File: src/rtl/fet_pkg.sv
`default_nettype none

package fet_pkg;

	// Field widths of a request and of a response
	localparam int CMD_W    = 2;
	localparam int SLOT_W   = 4;
	localparam int CHUNK_W  = 10;
	localparam int COUNT_W  = 11;
	localparam int STATUS_W = 3;

	// Largest value the 11-bit running total may hold
	localparam int TOTAL_LIMIT = 2047;

	typedef enum logic [CMD_W-1:0] {
		CMD_ALLOC = 2'd0,
		CMD_FREE  = 2'd1,
		CMD_TRUNC = 2'd2,
		CMD_CHECK = 2'd3
	} cmd_t;

	typedef enum logic [STATUS_W-1:0] {
		ST_OK        = 3'd0,
		ST_FULL      = 3'd1,
		ST_INVALID   = 3'd2,
		ST_NOT_OWNED = 3'd3,
		ST_TRIM_LONG = 3'd4
	} status_t;

	// Controller to datapath commands
	typedef struct packed {
		logic load_in;   // capture the incoming request
		logic exec;      // apply the request to the table and load the response
	} ctrl_cmd_t;

endpackage

`default_nettype wire

File: src/rtl/fet_req_if.sv
`default_nettype none

interface fet_req_if;
	logic                        valid;
	logic                        ready;
	logic [fet_pkg::CMD_W-1:0]   command;
	logic [fet_pkg::SLOT_W-1:0]  slot;
	logic [fet_pkg::CHUNK_W-1:0] chunk_index;
	logic [fet_pkg::COUNT_W-1:0] count;

	modport source(output valid, command, slot, chunk_index, count, input ready);
	modport sink(input valid, command, slot, chunk_index, count, output ready);
endinterface

`default_nettype wire

File: src/rtl/fet_rsp_if.sv
`default_nettype none

interface fet_rsp_if;
	logic                         valid;
	logic                         ready;
	logic [fet_pkg::STATUS_W-1:0] status;
	logic [fet_pkg::SLOT_W-1:0]   result_slot;
	logic [fet_pkg::CHUNK_W-1:0]  release_start;
	logic [fet_pkg::COUNT_W-1:0]  release_count;
	logic [fet_pkg::COUNT_W-1:0]  allocated_now;

	modport source(output valid, status, result_slot, release_start, release_count,
		allocated_now, input ready);
	modport sink(input valid, status, result_slot, release_start, release_count,
		allocated_now, output ready);
endinterface

`default_nettype wire

File: src/rtl/file_extent_table.sv
// Channel  Dir  Payload                                                   Handshake
// req      in   command, slot, chunk_index, count                          valid/ready
// rsp      out  status, result_slot, release_start, release_count,          valid/ready
//               allocated_now
//
// Each request is first captured, then applied in a parallel compare,
// shift and update of the extent cells, which also loads the response register.
// A new request is taken the cycle after the response is loaded, while it still waits.
// A stalled response holds the execute step of the following request.
// Reset clears the valid bits, the chunk total and the handshake state;
// extent base and length hold no reset value and are read only while valid.
`default_nettype none

module file_extent_table #(
	parameter int MAX_EXTENTS  = 16,
	parameter int TOTAL_CHUNKS = 1024
) (
	input  wire logic clk,
	input  wire logic arst_n,
	fet_req_if.sink   req,
	fet_rsp_if.source rsp
);

	fet_pkg::ctrl_cmd_t cmd;

	fet_ctrl u_ctrl (
		.clk       (clk),
		.arst_n    (arst_n),
		.req_valid (req.valid),
		.req_ready (req.ready),
		.rsp_valid (rsp.valid),
		.rsp_ready (rsp.ready),
		.cmd       (cmd)
	);

	fet_dpath #(
		.MAX_EXTENTS  (MAX_EXTENTS),
		.TOTAL_CHUNKS (TOTAL_CHUNKS)
	) u_dpath (
		.clk           (clk),
		.arst_n        (arst_n),
		.cmd           (cmd),
		.command       (req.command),
		.slot          (req.slot),
		.chunk_index   (req.chunk_index),
		.count         (req.count),
		.status        (rsp.status),
		.result_slot   (rsp.result_slot),
		.release_start (rsp.release_start),
		.release_count (rsp.release_count),
		.allocated_now (rsp.allocated_now)
	);

endmodule

`default_nettype wire

File: src/rtl/fet_ctrl.sv
`default_nettype none

module fet_ctrl (
	input  wire logic               clk,
	input  wire logic               arst_n,
	input  wire logic               req_valid,
	output logic                    req_ready,
	output logic                    rsp_valid,
	input  wire logic               rsp_ready,
	output fet_pkg::ctrl_cmd_t      cmd
);

	typedef enum logic {
		S_IDLE,
		S_EXEC
	} state_t;

	state_t state_q;
	logic   ready_q;
	logic   out_valid_q;

	// Execute once the response register is free or being drained
	always_comb begin
		cmd.load_in = req_valid && ready_q;
		cmd.exec    = (state_q == S_EXEC) && (!out_valid_q || rsp_ready);
	end

	// State and registered handshake outputs
	always_ff @(posedge clk or negedge arst_n) begin
		if (!arst_n) begin
			state_q     <= S_IDLE;
			ready_q     <= 1'b1;
			out_valid_q <= 1'b0;
		end else begin
			// response valid: set on execute, cleared once taken
			if (cmd.exec) begin
				out_valid_q <= 1'b1;
			end else if (rsp_ready) begin
				out_valid_q <= 1'b0;
			end
			case (state_q)
				S_IDLE: begin
					if (cmd.load_in) begin
						state_q <= S_EXEC;
						ready_q <= 1'b0;
					end
				end
				S_EXEC: begin
					if (cmd.exec) begin
						state_q <= S_IDLE;
						ready_q <= 1'b1;
					end
				end
				default: begin
					state_q <= S_IDLE;
					ready_q <= 1'b1;
				end
			endcase
		end
	end

	assign req_ready = ready_q;
	assign rsp_valid = out_valid_q;

`ifndef SYNTHESIS
	a_load_to_exec: assert property (@(posedge clk) disable iff (!arst_n)
		cmd.load_in |=> (state_q == S_EXEC) && !ready_q)
		else $error("request captured but controller not executing");

	a_exec_gives_rsp: assert property (@(posedge clk) disable iff (!arst_n)
		cmd.exec |=> out_valid_q && ready_q)
		else $error("execute did not produce a response");

	a_rsp_held: assert property (@(posedge clk) disable iff (!arst_n)
		rsp_valid && !rsp_ready |=> rsp_valid)
		else $error("response dropped before it was taken");
`endif

endmodule

`default_nettype wire

File: src/rtl/fet_dpath.sv
`default_nettype none

module fet_dpath #(
	parameter int MAX_EXTENTS  = 16,
	parameter int TOTAL_CHUNKS = 1024
) (
	input  wire logic                          clk,
	input  wire logic                          arst_n,
	input  wire fet_pkg::ctrl_cmd_t            cmd,
	input  wire logic [fet_pkg::CMD_W-1:0]     command,
	input  wire logic [fet_pkg::SLOT_W-1:0]    slot,
	input  wire logic [fet_pkg::CHUNK_W-1:0]   chunk_index,
	input  wire logic [fet_pkg::COUNT_W-1:0]   count,
	output logic      [fet_pkg::STATUS_W-1:0]  status,
	output logic      [fet_pkg::SLOT_W-1:0]    result_slot,
	output logic      [fet_pkg::CHUNK_W-1:0]   release_start,
	output logic      [fet_pkg::COUNT_W-1:0]   release_count,
	output logic      [fet_pkg::COUNT_W-1:0]   allocated_now
);

	localparam int IDX_W     = $clog2(MAX_EXTENTS);
	localparam int CMP_W     = IDX_W + fet_pkg::SLOT_W + 1;
	localparam int RNG_W     = 18;
	localparam int END_W     = fet_pkg::COUNT_W + 1;
	localparam int TOTAL_CAP = (TOTAL_CHUNKS < fet_pkg::TOTAL_LIMIT) ?
		TOTAL_CHUNKS : fet_pkg::TOTAL_LIMIT;

	// Captured request
	fet_pkg::cmd_t                cmd_q;
	logic [fet_pkg::SLOT_W-1:0]   slot_q;
	logic [fet_pkg::CHUNK_W-1:0]  chunk_q;
	logic [fet_pkg::COUNT_W-1:0]  count_q;

	// Extent cells; valid slots always form a prefix
	logic [fet_pkg::CHUNK_W-1:0]  base_q [MAX_EXTENTS];
	logic [fet_pkg::COUNT_W-1:0]  len_q  [MAX_EXTENTS];
	logic [MAX_EXTENTS-1:0]       valid_q;
	logic [fet_pkg::COUNT_W-1:0]  total_q;

	// Response register
	fet_pkg::status_t             status_q;
	logic [fet_pkg::SLOT_W-1:0]   rslot_q;
	logic [fet_pkg::CHUNK_W-1:0]  rstart_q;
	logic [fet_pkg::COUNT_W-1:0]  rcount_q;
	logic [fet_pkg::COUNT_W-1:0]  now_q;

	logic [IDX_W-1:0]             free_idx;
	logic                         full;
	logic                         hit;
	logic [CMP_W-1:0]             slot_cmp;
	logic                         slot_ok;
	logic [IDX_W-1:0]             slot_idx;
	logic                         sel_valid;
	logic [fet_pkg::CHUNK_W-1:0]  sel_base;
	logic [fet_pkg::COUNT_W-1:0]  sel_len;
	logic [RNG_W-1:0]             alloc_end;
	logic                         do_alloc;
	logic                         do_remove;
	logic                         do_trim;
	logic [fet_pkg::COUNT_W-1:0]  sub_n;
	logic [END_W-1:0]             add_sum;
	logic [fet_pkg::COUNT_W-1:0]  total_next;
	fet_pkg::status_t             status_d;
	logic [fet_pkg::SLOT_W-1:0]   rslot_d;
	logic [fet_pkg::CHUNK_W-1:0]  rstart_d;
	logic [fet_pkg::COUNT_W-1:0]  rcount_d;

	// Request capture
	always_ff @(posedge clk) begin
		if (cmd.load_in) begin
			cmd_q   <= fet_pkg::cmd_t'(command);
			slot_q  <= slot;
			chunk_q <= chunk_index;
			count_q <= count;
		end
	end

	// First free slot and parallel ownership compare over all cells
	always_comb begin
		free_idx = '0;
		full     = 1'b1;
		hit      = 1'b0;
		for (int i = MAX_EXTENTS - 1; i >= 0; i--) begin
			if (!valid_q[i]) begin
				free_idx = IDX_W'(i);
				full     = 1'b0;
			end
		end
		for (int i = 0; i < MAX_EXTENTS; i++) begin
			if (valid_q[i] && (base_q[i] <= chunk_q) &&
				(END_W'(base_q[i]) + END_W'(len_q[i]) > END_W'(chunk_q))) begin
				hit = 1'b1;
			end
		end
	end

	// Addressed slot for free and truncate
	assign slot_cmp  = CMP_W'(slot_q);
	assign slot_ok   = slot_cmp < CMP_W'(MAX_EXTENTS);
	assign slot_idx  = slot_cmp[IDX_W-1:0];
	assign sel_valid = slot_ok && valid_q[slot_idx];
	assign sel_base  = base_q[slot_idx];
	assign sel_len   = len_q[slot_idx];
	assign alloc_end = RNG_W'(chunk_q) + RNG_W'(count_q);

	// Command decode and result
	always_comb begin
		status_d  = fet_pkg::ST_OK;
		rslot_d   = '0;
		rstart_d  = '0;
		rcount_d  = '0;
		do_alloc  = 1'b0;
		do_remove = 1'b0;
		do_trim   = 1'b0;
		sub_n     = '0;
		case (cmd_q)
			fet_pkg::CMD_ALLOC: begin
				if (full) begin
					status_d = fet_pkg::ST_FULL;
				end else if ((count_q == '0) || (alloc_end > RNG_W'(TOTAL_CHUNKS))) begin
					status_d = fet_pkg::ST_INVALID;
				end else begin
					do_alloc = 1'b1;
					rslot_d  = fet_pkg::SLOT_W'(free_idx);
				end
			end
			fet_pkg::CMD_FREE, fet_pkg::CMD_TRUNC: begin
				if (!sel_valid) begin
					status_d = fet_pkg::ST_INVALID;
				end else if ((cmd_q == fet_pkg::CMD_FREE) || (count_q == sel_len)) begin
					do_remove = 1'b1;
					rstart_d  = sel_base;
					rcount_d  = sel_len;
					sub_n     = sel_len;
				end else if (count_q > sel_len) begin
					status_d = fet_pkg::ST_TRIM_LONG;
				end else if (count_q != '0) begin
					do_trim  = 1'b1;
					rstart_d = fet_pkg::CHUNK_W'(END_W'(sel_base) + END_W'(sel_len)
						- END_W'(count_q));
					rcount_d = count_q;
					sub_n    = count_q;
				end
			end
			fet_pkg::CMD_CHECK: begin
				if (RNG_W'(chunk_q) >= RNG_W'(TOTAL_CHUNKS)) begin
					status_d = fet_pkg::ST_INVALID;
				end else if (!hit) begin
					status_d = fet_pkg::ST_NOT_OWNED;
				end
			end
			default: ;
		endcase
	end

	// Running total: saturating add, flooring subtract
	assign add_sum = END_W'(total_q) + END_W'(count_q);
	always_comb begin
		if (do_alloc) begin
			total_next = (add_sum > END_W'(TOTAL_CAP)) ? fet_pkg::COUNT_W'(TOTAL_CAP)
				: add_sum[fet_pkg::COUNT_W-1:0];
		end else if (sub_n > total_q) begin
			total_next = '0;
		end else begin
			total_next = total_q - sub_n;
		end
	end

	// Cell contents: fill, trim, shift left on removal
	always_ff @(posedge clk) begin
		if (cmd.exec) begin
			for (int i = 0; i < MAX_EXTENTS; i++) begin
				if (do_alloc && (free_idx == IDX_W'(i))) begin
					base_q[i] <= chunk_q;
					len_q[i]  <= count_q;
				end
				if (do_trim && (slot_idx == IDX_W'(i))) begin
					len_q[i] <= sel_len - count_q;
				end
				if (do_remove && (IDX_W'(i) >= slot_idx) && (i < MAX_EXTENTS - 1)) begin
					base_q[i] <= base_q[(i+1) % MAX_EXTENTS];
					len_q[i]  <= len_q[(i+1) % MAX_EXTENTS];
				end
			end
		end
	end

	// Valid bits and total
	always_ff @(posedge clk or negedge arst_n) begin
		if (!arst_n) begin
			valid_q <= '0;
			total_q <= '0;
		end else if (cmd.exec) begin
			total_q <= total_next;
			for (int i = 0; i < MAX_EXTENTS; i++) begin
				if (do_alloc && (free_idx == IDX_W'(i))) begin
					valid_q[i] <= 1'b1;
				end
				if (do_remove && (IDX_W'(i) >= slot_idx)) begin
					valid_q[i] <= (i < MAX_EXTENTS - 1) ? valid_q[(i+1) % MAX_EXTENTS] : 1'b0;
				end
			end
		end
	end

	// Response register
	always_ff @(posedge clk) begin
		if (cmd.exec) begin
			status_q <= status_d;
			rslot_q  <= rslot_d;
			rstart_q <= rstart_d;
			rcount_q <= rcount_d;
			now_q    <= total_next;
		end
	end

	assign status        = status_q;
	assign result_slot   = rslot_q;
	assign release_start = rstart_q;
	assign release_count = rcount_q;
	assign allocated_now = now_q;

`ifndef SYNTHESIS
	a_valid_prefix: assert property (@(posedge clk) disable iff (!arst_n)
		$onehot({1'b0, valid_q} + {{MAX_EXTENTS{1'b0}}, 1'b1}))
		else $error("valid slots do not form a prefix");

	a_total_cap: assert property (@(posedge clk) disable iff (!arst_n)
		total_q <= fet_pkg::COUNT_W'(TOTAL_CAP))
		else $error("chunk total above its cap");

	a_empty_no_total: assert property (@(posedge clk) disable iff (!arst_n)
		(valid_q == '0) |-> (total_q == '0))
		else $error("empty table with chunks still counted");
`endif

endmodule

`default_nettype wire

File: src/flat_wrapper.sv
// flat-port wrapper written by rule: the top's interface ports become plain ports
module file_extent_table_flat 
#(
	parameter int MAX_EXTENTS  = 16,
	parameter int TOTAL_CHUNKS = 1024
)
  (clk, arst_n, req_valid, req_command, req_slot, req_chunk_index, req_count, req_ready, rsp_valid, rsp_status, rsp_result_slot, rsp_release_start, rsp_release_count, rsp_allocated_now, rsp_ready);
  fet_req_if req_i ();
  fet_rsp_if rsp_i ();
  input  wire logic clk;
  input  wire logic arst_n;
  input wire logic [$bits(req_i.valid)-1:0] req_valid;
  input wire logic [$bits(req_i.command)-1:0] req_command;
  input wire logic [$bits(req_i.slot)-1:0] req_slot;
  input wire logic [$bits(req_i.chunk_index)-1:0] req_chunk_index;
  input wire logic [$bits(req_i.count)-1:0] req_count;
  output wire logic [$bits(req_i.ready)-1:0] req_ready;
  output wire logic [$bits(rsp_i.valid)-1:0] rsp_valid;
  output wire logic [$bits(rsp_i.status)-1:0] rsp_status;
  output wire logic [$bits(rsp_i.result_slot)-1:0] rsp_result_slot;
  output wire logic [$bits(rsp_i.release_start)-1:0] rsp_release_start;
  output wire logic [$bits(rsp_i.release_count)-1:0] rsp_release_count;
  output wire logic [$bits(rsp_i.allocated_now)-1:0] rsp_allocated_now;
  input wire logic [$bits(rsp_i.ready)-1:0] rsp_ready;
  assign req_i.valid = req_valid;
  assign req_i.command = req_command;
  assign req_i.slot = req_slot;
  assign req_i.chunk_index = req_chunk_index;
  assign req_i.count = req_count;
  assign req_ready = req_i.ready;
  assign rsp_valid = rsp_i.valid;
  assign rsp_status = rsp_i.status;
  assign rsp_result_slot = rsp_i.result_slot;
  assign rsp_release_start = rsp_i.release_start;
  assign rsp_release_count = rsp_i.release_count;
  assign rsp_allocated_now = rsp_i.allocated_now;
  assign rsp_i.ready = rsp_ready;
  file_extent_table #(.MAX_EXTENTS(MAX_EXTENTS), .TOTAL_CHUNKS(TOTAL_CHUNKS)) u_core (.clk(clk), .arst_n(arst_n), .req(req_i), .rsp(rsp_i));
endmodule
File: config.mk
export PLATFORM = sky130hd
export DESIGN_NAME = file_extent_table_flat
export DESIGN_NICKNAME = d
export VERILOG_FILES = /design/src/rtl/fet_pkg.sv /design/src/rtl/fet_req_if.sv /design/src/rtl/fet_rsp_if.sv /design/src/rtl/file_extent_table.sv /design/src/rtl/fet_ctrl.sv /design/src/rtl/fet_dpath.sv /design/src/flat_wrapper.sv
export SDC_FILE = /design/constraint.sdc
export NUM_CORES = 2
export LEC_CHECK = 0
export ABC_CLOCK_PERIOD_IN_PS = 18100
export CAP_MARGIN = 20
export CORE_AREA = 5 5 285 287
export CTS_CLUSTER_DIAMETER = 100
export DETAILED_ROUTE_END_ITERATION = 10
export DIE_AREA = 0 0 290 292
export DONT_BUFFER_PORTS = 1
export GPL_TIMING_DRIVEN = 0
export SLEW_MARGIN = 20
export SYNTH_ARGS = -nofsm -noshare
export SYNTH_HDL_FRONTEND = slang
export SYNTH_HIERARCHICAL = 1
export SYNTH_SLANG_ARGS = --single-unit
File: constraint.sdc
create_clock -name clk -period 18.1 [get_ports clk]
set_input_delay 0.905 -clock clk [delete_from_list [all_inputs] [get_ports clk]]
set_output_delay 0.905 -clock clk [all_outputs]
set_load 0.01 [all_outputs]
==> results.ini <==
[status]
outcome = finished, final reports clean

[finish]
area_growth_syn_to_layout_pct = 9.24
final_cell_mix = ha_1, edfxtp_1, nand2_1, o21ai_0, a21oi_1
layout_commonest_cell = ha_1
drive_gt1_frac = 0.0982
final.fill_count = 7250
fin_util = 0.541
seq_area_mm2 = 0.0129
multi_input_area_mm2 = 0.0246
layout.nets = 4525

[global_routing]
antenna_found_initial = 15
groute.usage.overall = 0.377
grt_first_pass_wirelength_um = 232000
grt_max_degree = 44
grt_pass1_vias = 31700
grt-ovfl-total = 0

[floorplan]
die_w_um = 290
die-area_mm2 = 0.0847
initial_core_util = 0.495
pin_count = 72
die_h_um = 292
coreArea_mm2 = 0.0784
core.rowCount = 103

[power_and_ir_drop]
p_seq_frac = 0.499
ir_drop_v = 0.0000633
pwr-share-comb = 0.001
power.density_mw_per_mm2 = 51.3
leakage_nw = 17.6
p_int_mw = 1.73
swShare = 0.207
switchingPower_mw = 0.450
pwr-share-clk = 0.500

[logic_synthesis]
synth_seq_cells = 436
synth_edf_count = 402
ys_types = 91
synth_mux_area_frac = 0.128
synth-compound-area-share = 0.163
yosysTopAreaCell = edfxtp_1
ys_async_sr_fraction = 0.0688
synth_top_cell_area_share = 0.311
synth-main-ff-cell = edfxtp_1
synth_top_family_by_area = adder cells
synth_fa_ha_area_frac = 0.188
ys_seq_area_frac = 0.332
synthSimpleGateAreaFrac = 0.121
synth.avg_cell_area_um2 = 10.1
yosys_warnings = 6
synth_nets = 4449
syn-cell-area_mm2 = 0.0388
synthCells = 3853
synthTopCellsByArea = edfxtp_1, ha_1, mux4_2
synthXorXnorAreaFrac = 0.0320

[placement]
gp_congestion = 1.06
io_buffer_count = 0
dp_hpwl_um = 128000

[setup_path]
r2r_slack_ps = 7660
cpMostUsedCell = clkbuf_1
critPathSlowestCell = clkbuf_1
cpPeakStageDelay_ps = 940
cp_top_family = buffers and inverters
crit_path_start_kind = flop
required_ps = 18410
criticalPathCategory = reg -> reg
path_max_fanout = 10
cp_num_buf_inv = 7
crit_arrival_ps = 10750
crit_path_end_kind = flop

[sta]
fin_crit_sh = 0.577
relSlewSlack = 0.122
drv_slew = 0
fin_crit_ps = 10440
clock_skew_ps = 17.2
worstMarginPinSlew_ps = 1320
fmax_ghz = 0.0958
hold_viol = 0
rsz0062_at_grt = false
setup_viol = 0
fin_setup_tns_ps = 0

[detailed_routing]
route.detailed.drc = 0
drtIter0Drc = 4421
vias = 34000
wl_per_cell_um = 33.0
firstDrtPassIters = 6
detail-route-antenna-nets = 0
vias_per_cell = 6.76
drt_wl_total_um = 166000

[clock_tree]
clock_latency_ps = 620
cts_tree = done
cts-resized-gates = 0
htree_levels = 2
cts-buffers-inserted = 50
cts_buffer_depth = 3
clock-sinks = 436
cts_root_buf = clkbuf_16
clk_pin_slew_worst_paths_ps = 60

[min_path]
hold_path.class = in -> async

[run]
drv_cap = 0

==> state kept, by name, summed over array words and instances (netlist names), 11 cells and up, named ones only <==
| name | count |
|---|---|
| u_core/u_dpath/allocated_now | 11 |
| u_core/u_dpath/base_q | 160 |
| u_core/u_dpath/count_q | 11 |
| u_core/u_dpath/len_q | 176 |
| u_core/u_dpath/release_count | 11 |
| u_core/u_dpath/total_q | 11 |
| u_core/u_dpath/valid_q | 16 |
==> synthesized netlist by cell type (all sizes together), types with 47 or more instances <==
| cell | n |
|---|---|
| inv | 188 |
| a21oi | 256 |
| clkbuf | 117 |
| buf | 48 |
| o21ai | 341 |
| nand3 | 72 |
| nor2b | 55 |
| mux4 | 110 |
| a21o | 61 |
| nor3 | 47 |
| xnor2 | 105 |
| nand2 | 340 |
| edfxtp | 402 |
| ha | 536 |
| mux2i | 166 |
| mux2 | 74 |
| nand4 | 72 |
| a211oi | 51 |
| nor2 | 246 |
| o21a | 56 |
==> per-layer routing <==
metal  part of all wire  vias up  track usage
li1                   -    14900            -
met1               0.38    16600        0.487
met2               0.43     2055        0.584
met3               0.12      468        0.110
met4              0.062        4        0.185
met5            0.00039        -            0
==> power by group through the flow <==
stage	combinational, mW	clock, mW	sequential [mW]
after CTS	0.00286	1.09	1.08
after detailed placement	0.000120	0	1.11
final	0.00280	1.09	1.08
after floorplan	0.000119	0	1.11
after global placement	0.000119	0	1.11
after global routing	0.00305	1.13	1.08
==> metrics by stage <==
stage / cells / hold WS, ps / total power, mW / area (um2) / worst slack [ps]
after CTS: 5020 / 127 / 2.18 / 42400 / 8220
final: 5033 / 137 / 2.18 / 42400 / 7660
after detailed placement: 4925 / 515 / 1.11 / 40600 / 8240
after global routing: 5021 / 125 / 2.22 / 42400 / 7770
after floorplan: 3853 / 477 / 1.11 / 38800 / 11520
after global placement: 4903 / 509 / 1.11 / 40100 / 8180
==> worst paths after layout <==
path                                                             endpoint  cells after the start
worst max-delay path            u_core/u_dpath/allocated_now[7]$_DFFE_PP_                     25
worst min-delay path                  u_core/u_ctrl/req_ready$_DFFE_PN1P_                      0
worst max register to register  u_core/u_dpath/allocated_now[7]$_DFFE_PP_                     25
worst min register to register            u_core/u_ctrl/state_q$_DFF_PN0_                      1
max in group asynchronous          u_core/u_dpath/valid_q[11]$_DFFE_PN0P_                      1
min in group clk                      u_core/u_dpath/chunk_q[4]$_DFFE_PP_                      0
==> final cells by class <==
class                           count  share of cell area
Timing Repair Buffer               24             0.00876
Clock inverter                     22             0.00605
Buffer                            165              0.0169
Inverter                          190              0.0169
Tap cell                         1050              0.0310
Sequential cell                   436               0.304
Antenna cell                       12            0.000708
Clock buffer                       72              0.0348
Multi-Input combinational cell   3062               0.581
==> worst reg2reg max path, cell delays in order, from the launching register on <==
cell and delay [ps]:
dfxtp_1 630, clkbuf_1 900, clkbuf_1 910, clkbuf_1 960
mux4_2 510, mux4_2 540, inv_1 80, ha_1 430
nand4_1 210, nor4_1 70, nor2_1 320, nand3_1 190
a311oi_2 770, buf_2 410, buf_1 400, a22oi_1 270
ha_1 470, and3_1 190, a21oi_1 170, a31o_2 220
o21ai_0 180, a21o_1 220, a21oi_1 400, or2_2 190
clkbuf_1 290, o21ai_0 230
==> cell families (layout without fill, tap and decap cells) <==
kind of cell,Yosys count,count (layout)
multiplexers,350,350
AO/OA/AOI/OAI,1013,1013
flip-flops,436,436
other,0,12
adder cells (fa/ha/maj),565,565
buffers and inverters,355,473
XOR/XNOR,142,142
AND/OR/NAND/NOR,992,992
==> timing repair <==
action,in CTS,in global routing
buffers inserted,0,0
endpoints found under the hold margin,29,0
hold buffers,1,0
Power figures use the tool's default switching activity.
